<file path="src/hw/rtl/jfs_pkg.sv">
// ----------------------------------------------------------------------------
// jfs_pkg
// Shared types and constants for the five-point Jacobi stencil sweep.
// ----------------------------------------------------------------------------
package jfs_pkg;

  localparam int DATA_WIDTH     = 32;    // Q16.16 grid values
  localparam int COL_W          = 10;    // interior_cols / out_col
  localparam int ROW_W          = 16;    // interior_rows / out_row
  localparam int ROWCNT_W       = ROW_W + 1;
  localparam int HSQ_W          = 31;    // h_sq, unsigned Q0.32 value held in 31 bits (MSB zero)
  localparam int HSQ_FRAC       = 32;
  localparam int DEF_MAX_COLS   = 1024;
  localparam int OUT_FIFO_DEPTH = 4;
  localparam int CFG_ADDR_W     = 4;
  localparam int CFG_DATA_W     = 32;

  localparam logic [COL_W-1:0] COLS_RST = COL_W'(1022);
  localparam logic [ROW_W-1:0] ROWS_RST = ROW_W'(1);
  localparam logic [HSQ_W-1:0] HSQ_RST  = '0;

  typedef enum logic [1:0] {
    REG_COLS = 2'd0,
    REG_ROWS = 2'd1,
    REG_HSQ  = 2'd2
  } reg_idx_t;

  typedef struct packed {
    logic signed [DATA_WIDTH-1:0] u_value;
    logic signed [DATA_WIDTH-1:0] f_value;
  } in_item_t;

  typedef struct packed {
    logic signed [DATA_WIDTH-1:0] new_value;
    logic        [ROW_W-1:0]      out_row;
    logic        [COL_W-1:0]      out_col;
    logic                         last_out;
  } out_item_t;

  typedef struct packed {
    logic [COL_W-1:0] cols;
    logic [ROW_W-1:0] rows;
    logic [HSQ_W-1:0] h_sq;
  } cfg_t;

  // one line-buffer column: u two rows up, u one row up, f one row up
  typedef struct packed {
    logic signed [DATA_WIDTH-1:0] prev2_u;
    logic signed [DATA_WIDTH-1:0] prev_u;
    logic signed [DATA_WIDTH-1:0] prev_f;
  } line_entry_t;

  typedef struct packed {
    logic [ROW_W-1:0] out_row;
    logic [COL_W-1:0] out_col;
    logic             last_out;
  } meta_t;

  // results still in the datapath, for the output queue credit
  typedef struct packed {
    logic s1_emit;
    logic s2_emit;
  } dp_status_t;

endpackage

</file>
<file path="src/hw/rtl/jfs_cfg_regs.sv">
// ----------------------------------------------------------------------------
// jfs_cfg_regs
// APB-style register file: grid size and h_sq.
// ----------------------------------------------------------------------------
module jfs_cfg_regs (
  input  logic                           clk,
  input  logic                           rst_n,
  input  logic                           psel,
  input  logic                           penable,
  input  logic                           pwrite,
  input  logic [jfs_pkg::CFG_ADDR_W-1:0] paddr,
  input  logic [jfs_pkg::CFG_DATA_W-1:0] pwdata,
  output logic [jfs_pkg::CFG_DATA_W-1:0] prdata,
  output logic                           pready,
  output jfs_pkg::cfg_t                  cfg
);
  import jfs_pkg::*;

  reg_idx_t         idx;
  logic             wr;
  logic [COL_W-1:0] cols_r;
  logic [ROW_W-1:0] rows_r;
  logic [HSQ_W-1:0] h_sq_r;

  assign idx    = reg_idx_t'(paddr[3:2]);
  assign wr     = psel && penable && pwrite;
  assign pready = 1'b1;

  always_ff @(posedge clk) begin
    if (!rst_n) begin
      cols_r <= COLS_RST;
      rows_r <= ROWS_RST;
      h_sq_r <= HSQ_RST;
    end else if (wr) begin
      case (idx)
        REG_COLS: cols_r <= pwdata[COL_W-1:0];
        REG_ROWS: rows_r <= pwdata[ROW_W-1:0];
        REG_HSQ:  h_sq_r <= pwdata[HSQ_W-1:0];
        default:  ;
      endcase
    end
  end

  always_comb begin
    case (idx)
      REG_COLS: prdata = CFG_DATA_W'(cols_r);
      REG_ROWS: prdata = CFG_DATA_W'(rows_r);
      REG_HSQ:  prdata = CFG_DATA_W'(h_sq_r);
      default:  prdata = '0;
    endcase
  end

  assign cfg.cols = cols_r;
  assign cfg.rows = rows_r;
  assign cfg.h_sq = h_sq_r;

endmodule

</file>
<file path="config.mk">
export PLATFORM = sky130hd
export DESIGN_NAME = jfs_cfg_regs
export DESIGN_NICKNAME = d
export VERILOG_FILES = /design/src/hw/rtl/jfs_pkg.sv /design/src/hw/rtl/jfs_cfg_regs.sv
export SDC_FILE = /design/constraint.sdc
export NUM_CORES = 1
export LEC_CHECK = 0
export ABC_AREA = 1
export CORE_ASPECT_RATIO = 0.7
export CORE_UTILIZATION = 56
export CTS_CLUSTER_DIAMETER = 50
export DETAILED_ROUTE_END_ITERATION = 16
export DONT_BUFFER_PORTS = 1
export PLACE_DENSITY = 0.74
export SYNTH_ARGS = -nofsm -noshare
export SYNTH_HDL_FRONTEND = slang
export SYNTH_SLANG_ARGS = --single-unit
</file>
<file path="constraint.sdc">
create_clock -name clk -period 0.95 [get_ports clk]
set_input_delay 0.1425 -clock clk [delete_from_list [all_inputs] [get_ports clk]]
set_output_delay 0.1425 -clock clk [all_outputs]
set_load 0.01 [all_outputs]
</file>
==> results.cfg <==
[run_status]
outcome = complete, but fails checks
violations = negative hold slack, negative setup slack

[clock_network]
cts_root_buf = clkbuf_8
cts.reportedPaths.clkPinSlew_ns = 0.06
cts.sinks = 57
cts_made_buffers = 9
cts_tree = done
htree_levels = 3
cts_setup_buffers = 0
clock_path_buffers = 2
clk-insertion-delay-late_ns = 0.33

[cells_and_area]
final_area_mm2 = 0.00353
drive_above_1_share = 0.412
regArea_mm2 = 0.00134
nets = 490
fillers = 342
syn2layout_area_growth_pct = 30.1
layout_common_cells = nor2_1 (95), nand2_1 (76), nand3_1 (58)
antenna_cells = 0
layout_commonest_cell = nor2_1
multi_input_area_mm2 = 0.00150

[placed_design]
placed_cell_area_mm2 = 0.00286
gp_congestion = 0.764
dp_slack_ns = -0.0260
hpwl_mm = 4.54
io_buffers = 0

[die]
rows = 20
initial_core_util = 0.603
die_h_um = 60.3
dieArea_mm2 = 0.00514
io_pins = 131
fp.coreArea_mm2 = 0.00450
die-width_um = 85.3

[timing]
post-route-period-util = 1.09
timing.fmax_mhz = 963
finalSetupViolations = 31
slew_viol_final = 0
finalClockSkew_ns = 0
finalCriticalPeriod_ns = 1.04
rsz0062_at_grt = true
setup_slack_ns = -0.0882
hold_ws_ns = -0.0901
hold_viol_final = 57

[power]
p_per_area_mw_per_mm2 = 1490
p_leak_uw = 0.00160
seqPwrFrac = 0.460
internal_power_uw = 3950
peakVddDrop_mv = 1.01
clkPwrFrac = 0.445
sw_frac_of_total = 0.249
p_sw_uw = 1310
combPwrFrac = 0.095

[synth]
synth_warnings = 0
syn_area_mm2 = 0.00272
synthCells = 439
synth_area_per_cell_um2 = 6.19
syn_nets = 480
synth_seq_cells = 57
synthDistinctLibCells = 13
synth-seq-area-share = 0.420

[route]
viasPerCell = 5.27
routedWlPerCell_um = 14.5
drtIter0Drc = 151
dr.pass1.iters = 4
finalWirelength_mm = 7.38
drc = 0
ant_nets = 0
vias = 2681

[grt]
grt_overflow_total = 0
grt_pass1_vias = 2426
grt_use_total = 0.284
antenna_found_initial = 0
grt_pass1_wl_mm = 11.0
grt_max_degree = 58

[worst_setup_path]
worstPathArrival_ns = 0.90
crit_path_end_kind = output port
crit_type = flop to output port
critical-path-max-stage-delay_ns = 0.33
startpoint_type = flop
crit_slowest_cell = dfxtp_2
crit_fanout = 2
crit_chain = inv_2 > nor2_2 > buf_4
worstPathRequired_ns = 0.81

[hold_path]
hold_path.class = primary input to flop

[job]
cap_violations = 0
repair_timing:
item / 4_1_cts / 5_1_grt
resized for setup: 149 / 55
pin swaps: 23 / 21
setup endpoints to repair: 35 / 39
hold endpoints to repair: 57 / 57
registers in the layout, summed over array words and instances, names as in the netlist:
name	cells
cols_r	10
h_sq_r	31
rows_r	16
synthesized netlist by cell type:
cell type	number	area [µm²]
clkbuf_1	4	15.0
nand2_1	119	447
nor2_2	3	18.8
conb_1	2	7.51
buf_1	4	15.0
nand3_1	68	340
nor2_1	113	424
inv_2	2	7.51
o21ai_0	1	5.00
buf_2	9	45.0
dfxtp_1	57	1140
inv_1	47	176
buf_4	10	75.1
per-layer routing:
metal  vias up  share of wire  GRT usage
met4         0         0.0095     0.0857
met2       103           0.50      0.521
met5         -              0          0
met1      1231           0.41      0.314
li1       1337              -          -
met3        10          0.077      0.106
final cells by class:
| type | count | area share |
|---|---|---|
| Multi-Input combinational cell | 306 | 0.425 |
| Clock inverter | 2 | 0.00991 |
| Timing Repair Buffer | 26 | 0.0662 |
| Tap cell | 55 | 0.0195 |
| Sequential cell | 57 | 0.378 |
| Clock buffer | 14 | 0.0488 |
| Inverter | 49 | 0.0527 |
power groups by stage:
stage               Clock, µW  Sequential [µW]  Combinational [µW]
finish                   2340             2420                 499
global route             2470             2420                 556
CTS                      2370             2450                 461
detailed placement          0             2560                 430
global placement            0             2560                 418
floorplan                   0             2560                 354
worst paths after layout:
check | to | startpoint | cells past startpoint | slack [ns]
max | prdata[19] | h_sq_r[19]$_SDFFE_PN0P_ | 3 | -0.09
min | cols_r[7]$_SDFFE_PN1P_ | rst_n | 1 | -0.09
max reg2reg | rows_r[0]$_SDFFE_PN1P_ | rows_r[0]$_SDFFE_PN1P_ | 3 | 0.23
min reg2reg | cols_r[5]$_SDFFE_PN1P_ | cols_r[5]$_SDFFE_PN1P_ | 2 | 0.50
critical path, delay by kind of cell, from the launching register on:
family	cells	cell delay, ns
buf+inv	2	0.15
flops	1	0.33
simple gates	1	0.08
logic make-up after synthesis:
group                  Yosys count  share of synthesized area
AOI/OAI and AO/OA                1                    0.00184
buffers and inverters           76                      0.123
DFF                             57                      0.420
other                            2                    0.00276
and+or+nand+nor                303                      0.453
metrics by stage:
step                       util  std cells  setup TNS, ns  total power (µW)
after floorplan               -        439              0              2910
after global placement    0.635        493              0              2980
after detailed placement  0.635        493         -0.258              2990
after CTS                 0.749        509          -2.29              5280
after global routing      0.785        509          -3.06              5450
final                     0.785        509          -1.70              5250
Power figures use the tool's default switching activity.
