**src/hw/rtl/jfs_pkg.sv**
```systemverilog
// ----------------------------------------------------------------------------
// jfs_pkg
// Shared types and constants for the five-point Jacobi stencil sweep.
// ----------------------------------------------------------------------------
package jfs_pkg;

  localparam int DATA_WIDTH     = 32;    // Q16.16 grid values
  localparam int COL_W          = 10;    // interior_cols / out_col
  localparam int ROW_W          = 16;    // interior_rows / out_row
  localparam int ROWCNT_W       = ROW_W + 1;
  localparam int HSQ_W          = 31;    // h_sq, unsigned Q0.32 value held in 31 bits (MSB zero)
  localparam int HSQ_FRAC       = 32;
  localparam int DEF_MAX_COLS   = 1024;
  localparam int OUT_FIFO_DEPTH = 4;
  localparam int CFG_ADDR_W     = 4;
  localparam int CFG_DATA_W     = 32;

  localparam logic [COL_W-1:0] COLS_RST = COL_W'(1022);
  localparam logic [ROW_W-1:0] ROWS_RST = ROW_W'(1);
  localparam logic [HSQ_W-1:0] HSQ_RST  = '0;

  typedef enum logic [1:0] {
    REG_COLS = 2'd0,
    REG_ROWS = 2'd1,
    REG_HSQ  = 2'd2
  } reg_idx_t;

  typedef struct packed {
    logic signed [DATA_WIDTH-1:0] u_value;
    logic signed [DATA_WIDTH-1:0] f_value;
  } in_item_t;

  typedef struct packed {
    logic signed [DATA_WIDTH-1:0] new_value;
    logic        [ROW_W-1:0]      out_row;
    logic        [COL_W-1:0]      out_col;
    logic                         last_out;
  } out_item_t;

  typedef struct packed {
    logic [COL_W-1:0] cols;
    logic [ROW_W-1:0] rows;
    logic [HSQ_W-1:0] h_sq;
  } cfg_t;

  // one line-buffer column: u two rows up, u one row up, f one row up
  typedef struct packed {
    logic signed [DATA_WIDTH-1:0] prev2_u;
    logic signed [DATA_WIDTH-1:0] prev_u;
    logic signed [DATA_WIDTH-1:0] prev_f;
  } line_entry_t;

  typedef struct packed {
    logic [ROW_W-1:0] out_row;
    logic [COL_W-1:0] out_col;
    logic             last_out;
  } meta_t;

  // results still in the datapath, for the output queue credit
  typedef struct packed {
    logic s1_emit;
    logic s2_emit;
  } dp_status_t;

endpackage

```
**src/hw/rtl/jfs_out_fifo.sv**
```systemverilog
// ----------------------------------------------------------------------------
// jfs_out_fifo
// Small shifting result queue; head is always slot 0.
// ----------------------------------------------------------------------------
module jfs_out_fifo #(
  parameter int DEPTH = jfs_pkg::OUT_FIFO_DEPTH,
  parameter int CNT_W = $clog2(jfs_pkg::OUT_FIFO_DEPTH + 1)
) (
  input  logic               clk,
  input  logic               rst_n,
  input  logic               push,
  input  jfs_pkg::out_item_t push_item,
  input  logic               out_ready,
  output logic               out_valid,
  output jfs_pkg::out_item_t out_item,
  output logic [CNT_W-1:0]   count
);
  import jfs_pkg::*;

  localparam int IDX_W = (DEPTH > 1) ? $clog2(DEPTH) : 1;

  out_item_t        q_r   [DEPTH];
  out_item_t        q_nxt [DEPTH];
  logic [CNT_W-1:0] cnt_r;
  logic [CNT_W-1:0] cnt_nxt;
  logic [CNT_W-1:0] wr_pos;
  logic             pop;

  assign pop       = out_ready && (cnt_r != '0);
  assign out_valid = (cnt_r != '0);
  assign out_item  = q_r[0];
  assign count     = cnt_r;
  assign wr_pos    = pop ? CNT_W'(cnt_r - 1'b1) : cnt_r;
  assign cnt_nxt   = CNT_W'(cnt_r + CNT_W'(push) - CNT_W'(pop));

  always_comb begin
    for (int i = 0; i < DEPTH; i++) begin
      q_nxt[i] = q_r[i];
    end
    if (pop) begin
      for (int i = 0; i < DEPTH - 1; i++) begin
        q_nxt[i] = q_r[i + 1];
      end
    end
    if (push) begin
      q_nxt[wr_pos[IDX_W-1:0]] = push_item;
    end
  end

  always_ff @(posedge clk) begin
    if (!rst_n) begin
      cnt_r <= '0;
    end else begin
      cnt_r <= cnt_nxt;
    end
  end

  always_ff @(posedge clk) begin
    for (int i = 0; i < DEPTH; i++) begin
      q_r[i] <= q_nxt[i];
    end
  end

endmodule
```
**config.mk**
```make
export PLATFORM = sky130hd
export DESIGN_NAME = jfs_out_fifo
export DESIGN_NICKNAME = d
export VERILOG_FILES = /design/src/hw/rtl/jfs_pkg.sv /design/src/hw/rtl/jfs_out_fifo.sv
export SDC_FILE = /design/constraint.sdc
export NUM_CORES = 1
export LEC_CHECK = 0
export BUFFER_PORTS_ARGS = -buffer_cell sky130_fd_sc_hd__buf_2
export CORE_ASPECT_RATIO = 0.7
export CORE_MARGIN = 3
export CORE_UTILIZATION = 53
export CTS_CLUSTER_SIZE = 40
export DETAILED_ROUTE_END_ITERATION = 10
export PLACE_DENSITY = 0.75
export REMOVE_ABC_BUFFERS = 1
export SLEW_MARGIN = 20
export SYNTH_ARGS = -nofsm -noshare
export SYNTH_HDL_FRONTEND = slang
export SYNTH_SLANG_ARGS = --single-unit
```
**constraint.sdc**
```tcl
create_clock -name clk -period 3.71 [get_ports clk]
set_input_delay 0.1855 -clock clk [delete_from_list [all_inputs] [get_ports clk]]
set_output_delay 0.1855 -clock clk [all_outputs]
set_load 0.05 [all_outputs]
```
==> flow_metrics.py <==
metrics = {
    "outcome": {
        "outcome": "complete, no violations",
    },
    "sta": {
        "fin_crit_sh": 0.735,
        "finalSetupViolCount": 0,
        "drv_slew": 0,
        "tns_ns": 0,
        "finalCriticalPeriod_ns": 2.73,
        "hold_viol": 0,
        "relSlewSlack": 0.371,
        "tightest_slew_ns": 0.943,
        "rsz0062_at_grt": "false",
        "fmax_mhz": 367,
        "fin_skew_ns": 0.0115,
    },
    "synth": {
        "synth_ff_type": "dfxtp_1",
        "synth_enable_flop_cells": 59,
        "yosysTopAreaCell": "dfxtp_1",
        "ys_warn_count": 0,
        "ys_top_cells_by_count": "180 x dfxtp_1, 177 x a21oi_1, 177 x o22ai_1, 62 x inv_1, 59 x edfxtp_1",
        "avgSynthCellArea_sq_um": 11.0,
        "ys_ff_latch": 239,
        "syn_area_sq_um": 8160,
        "synthTopCellsByArea": "dfxtp_1 44%, edfxtp_1 22%, o22ai_1 14%, a21oi_1 11%, inv_1 2.9%",
        "synthArstFlopShare": 0,
        "ys_types": 34,
        "synth_top_cell_area_share": 0.442,
        "synth_cells": 743,
        "synth.most_common_cell": "dfxtp_1",
        "ys_seq_area_frac": 0.659,
    },
    "floorplan": {
        "die_area_sq_um": 16900,
        "core-area_sq_um": 14900,
        "io_pins": 126,
        "start_util": 0.549,
        "die-width_microns": 154,
        "rows": 37,
        "die_h_microns": 110,
    },
    "finish": {
        "syn_to_final_growth_pct": 26.5,
        "layout-drive-gt1-share": 0.207,
        "utilization": 0.695,
        "finalNonFillerCells": 1125,
        "seq_area_sq_um": 5380,
        "nets": 979,
        "multi_input_area_sq_um": 2330,
        "nFillCells": 1042,
    },
    "detailed_routing": {
        "drtIter0Drc": 545,
        "wl_met1_mm": 9.18,
        "routed_via_density": 6.00,
        "wl_per_cell_microns": 19.7,
        "drtPass1Iterations": 5,
        "wl_mm": 22.1,
        "drc": 0,
        "wl_met3_mm": 1.82,
        "vias": 6754,
        "ant_nets": 0,
        "dr_wl_met2_mm": 10.8,
        "top_layer": "met4",
    },
    "global_route": {
        "overflow": 0,
        "grt_pass1_vias": 7122,
        "grt_pass1_wl_mm": 34.9,
        "antenna_found_initial": 1,
        "grt_max_degree": 60,
        "grt.total_usage": 0.254,
    },
    "cts": {
        "cts_resized": 0,
        "htreeDepth": 1,
        "numCtsBuffers": 22,
        "cts_buffer_depth": 3,
        "cts_root_buf": "clkbuf_16",
        "cts_tree": "built",
        "cts.sinks": 239,
        "holdBufCountCts": 60,
        "clk_pin_slew_ns": 0.06,
        "post-cts-setup-buffer-count": 0,
        "clk_latency_ns": 0.50,
    },
    "power_and_ir_drop": {
        "p_leak_nw": 4.15,
        "ir_drop_uv": 562,
        "power.density_nw_per_um2": 1090,
    },
    "worst_setup_path": {
        "crit_type": "flop to flop",
        "critPathLaunchType": "flop",
        "worst_ep_arrival_time_ns": 3.10,
        "critPathRequiredTime_ns": 4.09,
        "cp_max_fo": 36,
        "cp-end-kind": "flop",
    },
    "place": {
        "portBuffers": 125,
        "place.gp.congestion": 0.824,
        "dp_hpwl_mm": 12.9,
        "placedCellCount": 1024,
    },
    "run": {
        "cap_violations": 0,
    },
    "worst_hold_path": {
        "worst_hold_path_type": "input port to flop",
    },
}
-- worst max-delay path, stage by stage (launching register included) --
cell	delay, ns
dfxtp_1	0.53
inv_1	0.12
ha_1	0.47
nand3b_1	0.17
nor3_1	0.18
a41o_2	0.67
buf_4	0.34
a21oi_1	0.11
-- layout make-up --
cell class                      count  area share
Clock inverter                      8     0.00691
Inverter                           64      0.0233
Tap cell                          195      0.0236
Timing Repair Buffer              201       0.134
Antenna cell                        1    0.000242
Sequential cell                   239       0.521
Clock buffer                       32      0.0659
Multi-Input combinational cell    385       0.225
-- worst paths after layout --
kind	startpoint	to	slack (ns)	cells after the start
min reg2reg	flop	q_r[2][8]	0.51	2
max	count[1]	q_r[1][3]	0.98	7
min	push	count[0]	0.13	3
max reg2reg	count[1]	q_r[1][3]	0.98	7
-- where the power goes --
group	switching, mW	leakage (nW)	internal (mW)
Clock	0.932	0.373	1.35
Combinational	3.11	1.73	1.43
Sequential	0.596	2.05	3.80
-- stage by stage --
stage	cell area, sq um	setup slack [ns]	hold WS (ns)	power [mW]
6_report	10300	0.985	0.131	11.2
5_1_grt	10300	0.855	0.144	11.8
4_1_cts	10300	1.02	0.118	11.2
3_5_place_dp	8970	1.03	0.379	8.86
3_3_place_gp	8970	1.20	0.377	8.62
2_1_floorplan	7890	0.0963	0.284	7.46
-- kinds of logic (layout without fill, tap and decap cells) --
| family | count (synthesis) | count (layout) | synth area share |
|---|---|---|---|
| muxes | 1 | 1 | 0.00169 |
| buffers and inverters | 119 | 305 | 0.0633 |
| adders and majority gates | 3 | 3 | 0.00552 |
| xor gates and xnor gates | 3 | 3 | 0.00322 |
| and+or+nand+nor | 16 | 16 | 0.0130 |
| other | 0 | 1 | 0 |
| AOI/OAI and AO/OA | 362 | 362 | 0.255 |
| DFF | 239 | 239 | 0.659 |
-- per-layer routing --
metal,track usage,up-vias
li1,-,3124
met1,0.317,3277
met2,0.444,317
met3,0.0582,36
met4,0.0800,0
met5,0,-
-- placed cells by master (no fill, tap or decap), drive strengths merged --
cell         synthesis  layout
o21ai                2       2
nand3b               2       2
xnor2                3       3
edfxtp              59      59
clkinvlp             0       1
o22ai              178     178
clkinv               0       6
nand3                3       3
inv                 64      64
ha                   2       2
nor3                 2       2
o31ai                1       1
nor2                 1       1
dlygate4sd3          0      60
o21a                 1       1
nand2                2       2
a21oi              177     177
and3                 1       1
nor2b                2       2
buf                 39     141
o211ai               1       1
bufinv               0       1
fa                   1       1
and2                 2       2
diode                0       1
dfxtp              180     180
a41o                 1       1
mux2i                1       1
clkbuf              16      32
a21o                 1       1
or3b                 1       1
(Power assumes the default switching activity.)
