**config.mk**
```make
export PLATFORM = sky130hd
export DESIGN_NAME = jfs_stencil_dp
export DESIGN_NICKNAME = d
export VERILOG_FILES = /design/src/hw/rtl/jfs_pkg.sv /design/src/hw/rtl/jfs_stencil_dp.sv
export SDC_FILE = /design/constraint.sdc
export NUM_CORES = 2
export LEC_CHECK = 0
export BUFFER_PORTS_ARGS = -buffer_cell sky130_fd_sc_hd__buf_2
export CAP_MARGIN = 20
export CORE_ASPECT_RATIO = 1.5
export CORE_MARGIN = 1.5
export CORE_UTILIZATION = 55
export DETAILED_ROUTE_END_ITERATION = 16
export MAX_ROUTING_LAYER = met4
export PLACE_DENSITY = 0.77
export SLEW_MARGIN = 0
export SYNTH_ARGS = -nofsm -noshare
export SYNTH_HDL_FRONTEND = slang
export SYNTH_SLANG_ARGS = --single-unit
```
**constraint.sdc**
```tcl
create_clock -name clk -period 9.8 [get_ports clk]
set_clock_uncertainty 0.05 [all_clocks]
set_input_delay 2.94 -clock clk [delete_from_list [all_inputs] [get_ports clk]]
set_output_delay 2.94 -clock clk [all_outputs]
set_load 0.02 [all_outputs]
```
**src/hw/rtl/jfs_pkg.sv**
```systemverilog
// ----------------------------------------------------------------------------
// jfs_pkg
// Shared types and constants for the five-point Jacobi stencil sweep.
// ----------------------------------------------------------------------------
package jfs_pkg;

  localparam int DATA_WIDTH     = 32;    // Q16.16 grid values
  localparam int COL_W          = 10;    // interior_cols / out_col
  localparam int ROW_W          = 16;    // interior_rows / out_row
  localparam int ROWCNT_W       = ROW_W + 1;
  localparam int HSQ_W          = 31;    // h_sq, unsigned Q0.32 value held in 31 bits (MSB zero)
  localparam int HSQ_FRAC       = 32;
  localparam int DEF_MAX_COLS   = 1024;
  localparam int OUT_FIFO_DEPTH = 4;
  localparam int CFG_ADDR_W     = 4;
  localparam int CFG_DATA_W     = 32;

  localparam logic [COL_W-1:0] COLS_RST = COL_W'(1022);
  localparam logic [ROW_W-1:0] ROWS_RST = ROW_W'(1);
  localparam logic [HSQ_W-1:0] HSQ_RST  = '0;

  typedef enum logic [1:0] {
    REG_COLS = 2'd0,
    REG_ROWS = 2'd1,
    REG_HSQ  = 2'd2
  } reg_idx_t;

  typedef struct packed {
    logic signed [DATA_WIDTH-1:0] u_value;
    logic signed [DATA_WIDTH-1:0] f_value;
  } in_item_t;

  typedef struct packed {
    logic signed [DATA_WIDTH-1:0] new_value;
    logic        [ROW_W-1:0]      out_row;
    logic        [COL_W-1:0]      out_col;
    logic                         last_out;
  } out_item_t;

  typedef struct packed {
    logic [COL_W-1:0] cols;
    logic [ROW_W-1:0] rows;
    logic [HSQ_W-1:0] h_sq;
  } cfg_t;

  // one line-buffer column: u two rows up, u one row up, f one row up
  typedef struct packed {
    logic signed [DATA_WIDTH-1:0] prev2_u;
    logic signed [DATA_WIDTH-1:0] prev_u;
    logic signed [DATA_WIDTH-1:0] prev_f;
  } line_entry_t;

  typedef struct packed {
    logic [ROW_W-1:0] out_row;
    logic [COL_W-1:0] out_col;
    logic             last_out;
  } meta_t;

  // results still in the datapath, for the output queue credit
  typedef struct packed {
    logic s1_emit;
    logic s2_emit;
  } dp_status_t;

endpackage

```
**src/hw/rtl/jfs_stencil_dp.sv**
```systemverilog
// ----------------------------------------------------------------------------
// jfs_stencil_dp
// Window registers, line-buffer write-back and the stencil arithmetic.
// ----------------------------------------------------------------------------
module jfs_stencil_dp #(
  parameter int ADDR_W = $clog2(jfs_pkg::DEF_MAX_COLS)
) (
  input  logic                        clk,
  input  logic                        rst_n,
  input  logic                        acc,
  input  jfs_pkg::in_item_t           in_item,
  input  logic [ADDR_W-1:0]           acc_addr,
  input  logic                        acc_emit,
  input  jfs_pkg::meta_t              acc_meta,
  input  logic [jfs_pkg::HSQ_W-1:0]   h_sq,
  input  jfs_pkg::line_entry_t        rd_data,
  output logic                        wr_en,
  output logic [ADDR_W-1:0]           wr_addr,
  output jfs_pkg::line_entry_t        wr_data,
  output logic                        push,
  output jfs_pkg::out_item_t          push_item,
  output jfs_pkg::dp_status_t         status
);
  import jfs_pkg::*;

  localparam int SUM_W  = DATA_WIDTH + 2;
  localparam int PROD_W = HSQ_W + 1 + DATA_WIDTH;
  localparam int DIFF_W = SUM_W + HSQ_FRAC + 1;
  localparam int Q_W    = DIFF_W - HSQ_FRAC - 2;
  localparam logic signed [DATA_WIDTH-1:0] SAT_MAX = {1'b0, {(DATA_WIDTH-1){1'b1}}};
  localparam logic signed [DATA_WIDTH-1:0] SAT_MIN = {1'b1, {(DATA_WIDTH-1){1'b0}}};

  // stage 1: item waits for its line-buffer read
  logic                         s1_valid_r;
  logic                         s1_emit_r;
  logic signed [DATA_WIDTH-1:0] s1_u_r;
  logic signed [DATA_WIDTH-1:0] s1_f_r;
  logic [ADDR_W-1:0]            s1_addr_r;
  meta_t                        s1_meta_r;

  // window
  logic signed [DATA_WIDTH-1:0] west_r;
  logic signed [DATA_WIDTH-1:0] mid_r;
  logic signed [DATA_WIDTH-1:0] north_r;
  logic signed [DATA_WIDTH-1:0] src_r;
  logic signed [DATA_WIDTH-1:0] south_r;

  // stage 2: neighbor sum and h_sq * source
  logic                         s2_emit_r;
  logic signed [SUM_W-1:0]      s2_sum_r;
  logic signed [PROD_W-1:0]     s2_prod_r;
  meta_t                        s2_meta_r;

  logic signed [DATA_WIDTH-1:0] east;
  logic signed [SUM_W-1:0]      sum_nxt;
  logic signed [PROD_W-1:0]     hsq_ext;
  logic signed [PROD_W-1:0]     src_ext;
  logic signed [PROD_W-1:0]     prod_nxt;
  logic signed [DIFF_W-1:0]     diff;
  logic signed [Q_W-1:0]        q;
  logic [Q_W-DATA_WIDTH:0]      q_hi;
  logic signed [DATA_WIDTH-1:0] result;

  always_ff @(posedge clk) begin
    if (!rst_n) begin
      s1_valid_r <= 1'b0;
      s1_emit_r  <= 1'b0;
      s2_emit_r  <= 1'b0;
    end else begin
      s1_valid_r <= acc;
      s1_emit_r  <= acc && acc_emit;
      s2_emit_r  <= s1_emit_r;
    end
  end

  always_ff @(posedge clk) begin
    if (acc) begin
      s1_u_r    <= in_item.u_value;
      s1_f_r    <= in_item.f_value;
      s1_addr_r <= acc_addr;
      s1_meta_r <= acc_meta;
    end
    if (s1_valid_r) begin
      west_r  <= mid_r;
      mid_r   <= east;
      north_r <= rd_data.prev2_u;
      src_r   <= rd_data.prev_f;
      south_r <= s1_u_r;
    end
    s2_sum_r  <= sum_nxt;
    s2_prod_r <= prod_nxt;
    s2_meta_r <= s1_meta_r;
  end

  // east neighbor comes straight from the line buffer; the rest from the window
  assign east     = rd_data.prev_u;
  assign sum_nxt  = SUM_W'(north_r) + SUM_W'(south_r) + SUM_W'(east) + SUM_W'(west_r);
  assign hsq_ext  = PROD_W'($signed({1'b0, h_sq}));
  assign src_ext  = PROD_W'(src_r);
  assign prod_nxt = hsq_ext * src_ext;

  // column shifts down a row: u above moves to two above
  assign wr_en           = s1_valid_r;
  assign wr_addr         = s1_addr_r;
  assign wr_data.prev2_u = east;
  assign wr_data.prev_u  = s1_u_r;
  assign wr_data.prev_f  = s1_f_r;

  // floor((S * 2^32 - P) / 2^34), then saturate
  assign diff = {s2_sum_r[SUM_W-1], s2_sum_r, {HSQ_FRAC{1'b0}}} - DIFF_W'(s2_prod_r);
  assign q    = diff[DIFF_W-1:HSQ_FRAC+2];
  assign q_hi = q[Q_W-1:DATA_WIDTH-1];

  always_comb begin
    if ((q_hi == '0) || (q_hi == '1)) begin
      result = q[DATA_WIDTH-1:0];
    end else if (q[Q_W-1]) begin
      result = SAT_MIN;
    end else begin
      result = SAT_MAX;
    end
  end

  assign push               = s2_emit_r;
  assign push_item.new_value = result;
  assign push_item.out_row   = s2_meta_r.out_row;
  assign push_item.out_col   = s2_meta_r.out_col;
  assign push_item.last_out  = s2_meta_r.last_out;

  assign status.s1_emit = s1_emit_r;
  assign status.s2_emit = s2_emit_r;

endmodule

```
==> qor.tcl <==
set qor(grt_first_pass_wirelength_um) 209200
set qor(timing.final.hold_violations) 0
set qor(reg2regPathDepth) 26
set qor(synth_area_leader_cell) {fa_1}
set qor(slew_at_the_pin_with_the_worst_max_slew_slack_ns) 1.114
set qor(synth.avg_cell_area_um2) 10.49
set qor(max_stage_delay_on_crit_path_ns) 0.58
set qor(detailedRoute.firstIterationViolations) 1740
set qor(totalWireLength_um) 134800
set qor(yosysUniqueCellTypes) 90
set qor(remaining_drc_errors) 0
set qor(die_height_um) 367.4
set qor(first_global_vias) 39093
set qor(synth-async-reset-ratio) 0
set qor(drtAntennaViolNets) 0
set qor(tritoncts_clock_tree) {built}
set qor(final_min_period_over_clock_period) 0.9833
set qor(n_fill_cell) 7026
set qor(synth-seq-area-share) 0.2136
set qor(critical_path_arrival_ns) 10.12
set qor(worst-setup-path-type) {in2reg}
set qor(grt_start_max_net_pins) 80
set qor(initial_core_util) 0.5553
set qor(clk-insertion-delay-late_ns) 0.64
set qor(yosys-top-cells-area) {fa_1 (38%), edfxtp_1 (16%), ha_1 (9.4%)}
set qor(finalSetupViolCount) 0
set qor(vias_per_cell) 5.500
set qor(die_width_um) 246.0
set qor(wire_per_inst_um) 21.33
set qor(synth_top_flop_cell) {edfxtp_1}
set qor(synth_cells) 4644
set qor(drtPass1Iterations) 5
set qor(htree_num_levels) 2
set qor(critical_path.reg2reg.startpoint) {src_r[10]$_DFFE_PP_}
set qor(globalRouteOverflowTotal) 0
set qor(cap_viol_max_count) 0
set qor(total_nets_final) 6661
set qor(hold_buffers) 0
set qor(synthToLayoutAreaGrowth_pct) 13.03
set qor(synth.ff_latch_count) 389
set qor(startpoint_type_of_the_worst_setup_path) {input pin}
set qor(num_cts_buffers) 41
set qor(worst_hold_startpoint) {s1_meta_r[15]$_DFFE_PP_}
set qor(outcome) {finished clean}
set qor(cts_max_path_buffers) 3
set qor(vias) 34756
set qor(yosysWarnings) 0
set qor(synth_top_cells_by_count) {fa_1 (932), inv_1 (923), and2_1 (626)}
set qor(place_congestion) 0.9909
set qor(post-synth-top-count-cell) {fa_1}
set qor(crit_top_cell) {fa_1}
set qor(yosys.area.top_type_share) 0.3832
set qor(fmaxAchievable_mhz) 103.8
set qor(hold_class) {reg2reg}
set qor(worst_slew_margin_rel) 0.2571
set qor(die_area_mm2) 0.09037
set qor(worst_path_max_delay_cell) {fa_1}
set qor(antenna_found_initial) 9
set qor(core_area_mm2) 0.08770
set qor(clock_tree.root_cell) {clkbuf_16}
set qor(boundaryPins) 401
set qor(totalNegativeSetupSlack_ns) 0
set qor(netlist_area_mm2) 0.04870
set qor(postSynthNetCount) 6172
set qor(synth-edff-count) 261
set qor(cp-end-kind) {flip-flop}
set qor(timing.final.crit_period_ns) 9.636
set qor(placement.io_buffers) 400
set qor(dp.final_hpwl_um) 110700
set qor(clock_sink_count) 389
set qor(grtUsageTotal) 0.3185
set qor(critPathLaunch) {h_sq[13]}
set qor(final_max_slew_viol_count) 0
set qor(cts.reportedPaths.clkPinSlew_ns) 0.07
set qor(fp-row-count) 133
set qor(drive_above_1_share) 0.1632
set qor(required_ns) 10.28
set qor(worstPathMaxFanout) 10
set qor(min_path_cells) 0
[through the flow]
step | cell area [µm²] | std cells | util | worst slack (ns) | hold slack, ns
final | 55040 | 6319 | 0.6276 | 0.1637 | 0.2895
after global routing | 55040 | 6319 | 0.6276 | -0.002596 | 0.2998
after CTS | 54740 | 6307 | 0.6242 | 0.02222 | 0.2902
after detailed placement | 53280 | 6232 | 0.6076 | -0.6571 | 0.2769
after global placement | 53280 | 6232 | 0.6076 | -0.5216 | 0.2735
after floorplan | 48700 | 4644 | - | 0.06483 | 0.2733
[what timing repair did]
action / CTS / global route
gates cloned: 0 / 0
setup buffers: 0 / 3
pin swaps: 0 / 17
endpoints found under the setup margin: 5 / 17
gates resized for setup: 2 / 54
[layout by cell type (no fill, tap or decap), types with 10 or more instances in the layout]
cell type  synthesis  layout
nor3_1            10      10
o21ai_1           22      25
o21a_1            12      12
and3_1            12      12
nor2_1            62      62
nand2b_1          23      23
a211oi_1          16      13
edfxtp_1         261     261
o21bai_1          19      19
buf_4             37     295
nand4_1           24      24
a21o_1            63      63
nand3_1           32      32
clkbuf_4           1      13
dfxtp_1          128     127
o21ai_0           57      53
xor2_1            39      39
fa_1             932     924
a21oi_1          112     106
ha_1             364     363
buf_2              2     383
xnor2_1           73      73
nor2b_1           34      34
nand2_1          407     407
inv_1            923     922
nor4_1            14      14
and2_1           626     626
clkbuf_16          0      41
[worst paths after layout]
kind	to	slack [ns]
worst min register to register	push_item[15]$_DFF_P_	0.29
worst max register to register	s2_prod_r[59]$_DFF_P_	1.48
worst max-delay path	s2_prod_r[59]$_DFF_P_	0.16
worst min-delay path	push_item[15]$_DFF_P_	0.29
[critical path: cells and delay by family]
| family | cells | cell delay [ns] |
|---|---|---|
| compound gates | 7 | 1.63 |
| xor+xnor | 1 | 0.14 |
| fa+ha+maj | 9 | 4.43 |
| buf+inv | 6 | 0.57 |
| simple gates | 2 | 0.39 |
[layout make-up]
type | count | area, µm² | area share
diodes | 7 | 17.52 | 0.0003183
clock buffers | 50 | 1110 | 0.02016
clock inverters | 25 | 340.3 | 0.006183
inverters | 923 | 3465 | 0.06295
multi-input cells | 3077 | 33860 | 0.6152
flip-flops and latches | 389 | 10400 | 0.1890
well taps | 1147 | 1435 | 0.02607
repair buffers | 701 | 4409 | 0.08011
[state kept, by name, indices dropped and copies added, names as in the netlist]
signal and cells:
mid_r 32, north_r 32, push 1, push_item 27
s1_emit_r 1, s1_f_r 32, s1_meta_r 27, s1_u_r 32
s2_prod_r 64, s2_sum_r 34, south_r 32, src_r 32
west_r 32, wr_addr 10, wr_en 1
[layer usage]
layer,vias to the layer above,GRT usage,wire length [µm]
li1,15157,-,-
met1,17561,0.3028,41710
met2,1388,0.5576,71510
met3,650,0.05276,7565
met4,0,0.2629,14000
met5,-,-,0
[cell families (layout without fill, tap and decap cells)]
kind of cell / count (synthesis) / in the layout / synth area share
other cells: 0 / 7 / 0
flops: 389 / 389 / 0.2136
compound gates: 392 / 392 / 0.05509
fa+ha+maj: 1296 / 1296 / 0.4767
xor+xnor: 112 / 112 / 0.02014
simple gates: 1275 / 1275 / 0.1398
mux: 2 / 2 / 0.0004368
buf+inv: 1178 / 1699 / 0.09430
Power is not shown: default switching activity piles up to over one toggle a cycle in this logic, so the estimate is an artifact.
